[src/rtl/sth_ram.sv]
// Generic single-write, single-read RAM with registered read data.
// No dependencies.
`timescale 1ns / 1ps

module sth_ram #(
    parameter int WIDTH = 8,
    parameter int DEPTH = 16,
    localparam int ADDR_W = (DEPTH > 1) ? $clog2(DEPTH) : 1
) (
    input  logic              clk,
    input  logic              we,
    input  logic [ADDR_W-1:0] waddr,
    input  logic [WIDTH-1:0]  wdata,
    input  logic [ADDR_W-1:0] raddr,
    output logic [WIDTH-1:0]  rdata
);

    logic [WIDTH-1:0] mem [DEPTH];

    always_ff @(posedge clk)
    begin
        if (we)
        begin
            mem[waddr] <= wdata;
        end
        rdata <= mem[raddr];
    end

endmodule

[config.mk]
export PLATFORM = sky130hd
export DESIGN_NAME = sth_ram
export DESIGN_NICKNAME = d
export VERILOG_FILES = /design/src/rtl/sth_ram.sv
export SDC_FILE = /design/constraint.sdc
export NUM_CORES = 1
export LEC_CHECK = 0
export BUFFER_PORTS_ARGS = -buffer_cell sky130_fd_sc_hd__buf_4
export CORE_UTILIZATION = 35
export CTS_CLUSTER_DIAMETER = 30
export DETAILED_ROUTE_END_ITERATION = 10
export GPL_TIMING_DRIVEN = 0
export PLACE_DENSITY_LB_ADDON = 0.15
export SYNTH_ARGS = -nofsm -noshare
export SYNTH_HDL_FRONTEND = slang
export SYNTH_SLANG_ARGS = --single-unit
export TNS_END_PERCENT = 20
[constraint.sdc]
create_clock -name clk -period 1.85 [get_ports clk]
set_input_delay 0.2775 -clock clk [delete_from_list [all_inputs] [get_ports clk]]
set_output_delay 0.2775 -clock clk [all_outputs]
set_load 0.1 [all_outputs]
# Yosys cells after proc, flatten, opt, wreduce, memory -nomap -nowiden
# Memories as Yosys holds them, arrays and structs flattened. A register that Yosys moved wholly into a read port is not among the register bits.
# Index checks and enable logic that the tools add are counted.
[op_classes] n_mux=2
[ops] op="$mux W1" count=2
[word_totals] in_bits=18 mem_bits_rw=128 word_cells=3 mem_count=1 regBits=0 out_inout_bits=8
[mem_list] memory="mem" depth=16 width=8 rd=1 rd_clocked_by_memory_dff=1 wr=1 line="18" source="logic [WIDTH-1:0] mem [DEPTH];"

# Longest topological paths before layout
# Gate-level depths: netlist of the first run.
[logic_depth] ltp_word=2 depth_mapped=5 depth_no_buf=3

# Least setup slack after synthesis of the first run
# Ideal clock, no wire load.
[synth_path] path_type="input -> register" startpoint="input waddr[2]" endpoint="memory mem[0][0], enable pin" stages=2 arrival_time_ns=1.387 setup_ns=0.383 path_buffers=0 slack_ns=0.080 required_time_ns=1.467 cell_sequence="or3b_2 -> nor3_1"
[synth_rtl] element="start: declaration" line="12" source="input logic [ADDR_W-1:0] waddr,"
[synth_rtl] element="end: declaration" line="18"
# No word-level cell before the write port.

# Worst setup path after layout of the first run
[layout_path] startpoint="input waddr[2]" endpoint="memory mem[2][2], enable pin"
# No word-level cell before the write port.

==> results of run 1 <==
final timing paths:
path | from | endpoint | slack [ns] | cells after the start
worst max register to register | mem[8][2] | rdata[2] | 0.42 | 3
worst max-delay path | waddr[2] | mem[2][2] | 0.29 | 3
worst min-delay path | wdata[7] | mem[2][7] | 0.18 | 1
worst min register to register | mem[14][5] | rdata[5] | 0.68 | 3
per-layer routing:
layer	GRT usage (%)	part of all wire, %
met5	0	0
met4	4.74	0.63
met3	5.21	5.2
met2	22.9	46
met1	23.4	49
final cells by class:
class                      count  share of cell area, %
timing repair buffer          25                   3.04
buffer                        10                   1.40
tap                          180                   3.64
sequential                   136                   64.8
clock inverter                15                   2.98
clock buffer                  17                   6.88
multi-input combinational     83                   17.3
Yosys cell counts:
master,n,area share (%)
nand2b_1,2,0.24
nand3b_1,2,0.29
clkdlybuf4s25_2,3,0.58
buf_6,3,0.66
nand3_1,1,0.097
buf_4,1,0.15
nand2_1,9,0.66
edfxtp_1,128,75
or3b_2,1,0.17
nor3_1,4,0.39
buf_2,3,0.29
and2_1,1,0.12
nor2_1,13,0.95
dfxtp_1,8,3.1
nor2b_1,1,0.12
a22oi_1,16,2.3
mux4_1,14,7.1
mux4_2,18,7.9
and2b_1,1,0.15
through the flow:
stage	instances	setup slack [ns]	util, %	hold slack (ns)
2_1_floorplan	229	0.0796	-	0.376
3_3_place_gp	433	-0.516	39.4	0.618
3_5_place_dp	433	-0.523	39.4	0.622
4_1_cts	465	0.141	43.8	0.189
5_1_grt	466	0.121	43.8	0.200
6_report	466	0.295	43.8	0.184
state kept, by name, indices dropped and copies added, names as in the netlist:
register / count
rdata: 8
mem: 128
report_power, final:
group          internal [mW]  leakage, nW  switching [mW]
clock network           2.23        0.286            1.22
logic                  0.160        0.542           0.350
registers               3.45         1.22          0.0166
total                   5.84         2.05            1.58
kinds of logic after synthesis:
| group | Yosys count |
|---|---|
| muxes | 32 |
| and+or+nand+nor | 35 |
| DFF | 136 |
| buffers and inverters | 10 |
| AOI/OAI and AO/OA | 16 |
timing repair:
item                       in CTS  in global routing
resized for setup               1                  0
setup endpoints to repair       8                  0
hold buffers                    0                  0
==> reports/results.tsv, run 1 <==
stage	metric	value	unit
worst_setup_path	max_stage_delay	0.67	ns
run	maxCapViolCount	0	
floorplan	row_count	43	
yosys	syn-num-nets	247	
cells_and_area	layout_commonest_cell	edfxtp_1	
timing	slew_violations	0	
yosys	synth_xor_area_share	0	%
floorplan	io_pins	26	
pwr	p_total	7.42	mW
pwr	irDropWorstVdd	0.617	mV
floorplan	die_h	123	microns
pwr	power_density	1200	nW/um^2
worst_setup_path	path_buf_inv	1	
yosys	synth-adder-area-share	0	%
cts	cts_sinks	136	
cts	root_buffer	clkbuf_16	
yosys	ys_types	19	
timing	min_period_over_period	84.1	%
timing	min_period	1.56	ns
cts	cts_tree	yes	
placement	dp_hpwl	6930	microns
global_route	grt_max_degree	17	
global_route	grt_pass1_vias	2409	
cts	htreeDepth	4	
cells_and_area	finish.net_count	291	
timing	hold_violations	0	
timing	setup_viol	0	
cells_and_area	layout-drive-gt1-share	29.0	%
drt	routedWlPerCell	23.1	microns
drt	routed_wl	10800	microns
yosys	yosysWarnings	0	
cells_and_area	design_area	6180	sq um
global_route	grt_pass1_wl	16000	microns
cells_and_area	fillers	1246	
worst_setup_path	cp_cell_sequence	buf_4 > or3b_2 > nor2_1	
timing	tightest_slew	1.19	ns
timing	rsz0062_at_grt	false	
yosys	syn_area	5150	sq um
floorplan	dieArea	15200	sq um
floorplan	core-area	14100	sq um
worst_hold_path	min_path_type	in -> reg	
yosys	synthesis.instances	229	
worst_setup_path	critPathCaptureType	flip-flop	
yosys	synth_top_family_by_area	multiplexers	
drt	drtIter0Drc	228	
drt	drc	0	
pwr	leakage	2.05	nW
yosys	synth_simple_gate_area_share	3.18	%
cts	cts_max_path_buffers	2	
worst_setup_path	cp-start-kind	primary input	
floorplan	die_w	123	microns
cells_and_area	antenna_cells	0	
placement	placed_cell_area	5560	sq um
drt	drtAntennaViolNets	0	
placement	finalWeightedCongestion	0.679	
yosys	yosysSeqAreaShare	77.8	%
cts	cts_setup_buffers	0	
drt	vias_per_cell	5.10	
cts	numCtsBuffers	17	
timing	clock.fmax	643	MHz
worst_setup_path	crit_fanout	8	
worst_setup_path	required	1.89	ns
floorplan	initial_core_util	36.5	%
timing	fin_setup_tns	0	ns
worst_setup_path	cp_top_family	simple AND/OR/NAND/NOR gates	
cts	clkTransAtPathRegs	0.06	ns
global_route	grt_use_total	16.0	%
timing	relSlewSlack	19.9	%
cells_and_area	seqCellArea	4000	sq um
global_route	antenna_found_initial	0	
yosys	syn_avg_cell_area	22.5	sq um
worst_setup_path	worstPathArrival	1.59	ns
worst_setup_path	slowest_stage	nor2_1	
yosys	ys_ff_latch	136	
cells_and_area	layout_common_cells	128 x edfxtp_1, 25 x buf_4, 18 x mux4_2, 17 x clkbuf_16, 16 x a22oi_1	
timing	skew	0.0112	ns
yosys	yosys-mux-area-fraction	15.0	%
status	outcome	finished, final reports clean	
global_route	grt-ovfl-total	0	
cts	clk_latency	0.41	ns
cells_and_area	multi_input_area	1070	sq um
drt	vias	2376	
drt	dr.pass1.iters	4	
worst_setup_path	critPathKind	in -> reg	
placement	port_buffers	24	
yosys	synth_compound_area_share	2.33	%
cells_and_area	area_delta_synth_final	20.1	%
Power figures use the tool's default switching activity.
==> run 2: changes to the inputs <==
- clock period: 1.85 -> 1.6 ns (I/O delays scaled with it)
==> run 2 against run 1 <==
  * Power grew 16%
  * Critical path depth is the same
  * Clock-buffer cell count grew 10
  * Clock skew shrank 0.0040 ns
  * Wire length shrank 2.4%
  * Non-clock buffer count shrank 1
  * Critical endpoint is now rdata[0]
  * Combinational power grew 15%
  * Worst hold slack lost 0.020 ns
  * First-iteration DRC count grew 13%
  * Register-to-register slack lost 0.34 ns
==> reports/results.tsv, run 2 (synthesis gave the netlist of run 1 again) <==
stage	metric	value	unit	change
global_route	antenna_found_initial	0		unchanged
drt	dr.pass1.iters	4		unchanged
global_route	grt_use_total	15.8	%	-0.24 points
drt	routed_wl	10500	microns	-2.4%
worst_setup_path	required	1.88	ns	about the same
pwr	power_density	1380	nW/um^2	+15%
floorplan	die_h	123	microns	unchanged
cts	htreeDepth	4		unchanged
cells_and_area	seqCellArea	4000	sq um	unchanged
cts	cts_max_path_buffers	2		unchanged
drt	vias_per_cell	5.02		-1.6%
floorplan	core-area	14100	sq um	unchanged
global_route	grt_max_degree	17		unchanged
drt	drtAntennaViolNets	0		unchanged
placement	dp_hpwl	6740	microns	-2.7%
floorplan	dieArea	15200	sq um	unchanged
placement	port_buffers	24		unchanged
cts	cts_sinks	136		unchanged
worst_hold_path	hold-path-endpoint	mem[0][0]		
worst_setup_path	cp-start-kind	flip-flop		
worst_hold_path	min_path_type	in -> reg		
cells_and_area	regMostFlops	mem		
worst_setup_path	critPathKind	reg -> reg		
global_route	grt_pass1_wl	15700	microns	-1.9%
worst_setup_path	crit_fanout	1		-7
drt	drtIter0Drc	258		+13%
pwr	irDropWorstVdd	1.04	mV	+69%
floorplan	die_w	123	microns	unchanged
worst_setup_path	timing.rr.start	mem[1][0]		
cells_and_area	antenna_cells	0		unchanged
drt	met3_length	519	microns	-7.0%
placement	placed_cell_area	5560	sq um	about the same
cells_and_area	layout.cells.non_filler	465		-0.21%
timing	setup_viol	0		unchanged
cts	root_buffer	clkbuf_16		
timing	min_period_over_period	94.9	%	
run	maxCapViolCount	0		unchanged
cells_and_area	fillers	1215		-2.5%
timing	postLayoutSetupSlackWorst	0.0817	ns	-0.213 ns
timing	tightest_slew	0.847	ns	-0.345 ns
cells_and_area	largest_registers	mem: 128 flops, rdata: 8 flops		
cts	cts_setup_buffers	0		unchanged
timing	timing.hold.ws	0.164	ns	-0.0204 ns
cells_and_area	layout_common_cells	128 x edfxtp_1, 25 x buf_4, 20 x clkbuf_16, 18 x mux4_2, 16 x a22oi_1		
cells_and_area	area_delta_synth_final	20.5	%	
cells_and_area	layout_commonest_cell	edfxtp_1		
timing	clock.fmax	659	MHz	
cells_and_area	layout-drive-gt1-share	31.2	%	+2.2 points
worst_hold_path	hold_depth	1		unchanged
floorplan	row_count	43		unchanged
drt	top_layer	met4		
cts	cts_tree	yes		
cts	numCtsBuffers	17		unchanged
placement	finalWeightedCongestion	0.719		+5.8%
timing	hold_violations	0		unchanged
timing	slew_violations	0		unchanged
worst_setup_path	r2r_cells	3		unchanged
drt	drc	0		unchanged
drt	vias	2333		-1.8%
status	outcome	finished, final reports clean		
cts	clkTransAtPathRegs	0.06	ns	about the same
cells_and_area	design_area	6200	sq um	+0.40%
drt	met1_length	5040	microns	-3.7%
placement	dp.cells	433		unchanged
timing	min_period	1.52	ns	
cells_and_area	largest_reg_flops	128		unchanged
floorplan	io_pins	26		unchanged
cells_and_area	finish.net_count	290		-0.34%
pwr	leakage	2.08	nW	+1.2%
drt	dr_wl_met2	4870	microns	-0.77%
timing	rsz0062_at_grt	true		
cts	clk_latency	0.41	ns	about the same
cts	postCtsHoldBufs	0		unchanged
timing	relSlewSlack	43.3	%	+23 points
drt	routedWlPerCell	22.6	microns	-2.1%
floorplan	initial_core_util	36.5	%	unchanged
worst_setup_path	rr_endpoint	rdata[0]		
global_route	grt-ovfl-total	0		unchanged
cells_and_area	multi_input_area	1080	sq um	+1.4%
timing	skew	0.00716	ns	-0.00400 ns
global_route	grt_pass1_vias	2433		+1.0%
worst_setup_path	rrSetupSlack	0.08	ns	-0.34 ns
worst_setup_path	critPathCaptureType	flip-flop		
placement	dpl_worst_slack	-0.501	ns	+0.0213 ns
worst_hold_path	hp-start	wdata[0]		
worst_setup_path	worstPathArrival	1.80	ns	+0.21 ns
-- run 2: per-layer routing --
layer,GRT usage (%),vias to the layer above
met2,23.5,57
li1,-,1058
met4,4.97,0
met3,5.12,7
met5,0,-
met1,22.0,1211
-- run 2: power by group --
group	total (mW)	switching, mW	internal [mW]
clock	3.98	1.36	2.62
combinational	0.584	0.399	0.185
sequential	4.01	0.0208	3.98
-- run 2: worst max-delay path by stage --
stage          startpoint         to  slack [ns]  cells after the start
2_1_floorplan    waddr[2]  mem[3][0]        0.09                      2
3_3_place_gp     waddr[2]  mem[8][1]       -0.52                      3
3_5_place_dp     waddr[3]  mem[4][7]       -0.50                      3
4_1_cts          waddr[2]  mem[3][5]        0.05                      3
5_1_grt          waddr[2]  mem[1][3]      -0.002                      3
6_report        mem[1][0]   rdata[0]        0.08                      3
-- run 2: what timing repair did --
action	in CTS	in global routing
setup endpoints to repair	16	8
resized for setup	2	2
endpoints found under the hold margin	0	0
-- run 2: cell type report --
cell class	count	area share, %
plain buffers	10	1.39
clock buffers	27	9.30
clock inverters	5	0.807
multi-input cells	83	17.4
flip-flops and latches	136	64.5
well taps	180	3.63
repair buffers	24	2.90
-- run 2: worst max-delay path, cell delays in order, from the launching register on --
cell and delay, ns:
edfxtp_1 0.37, mux4_1 0.55, a22oi_1 0.33, nand2_1 0.14
-- run 2: per-stage QoR --
stage / utilization, % / power [mW] / TNS (ns)
detailed placement: 39.5 / 4.67 / -23.16
finish: 44.0 / 8.57 / 0
global route: 44.0 / 8.83 / -0.00659
CTS: 44.0 / 8.64 / 0
global placement: 39.4 / 4.66 / -28.78
floorplan: - / 4.45 / 0
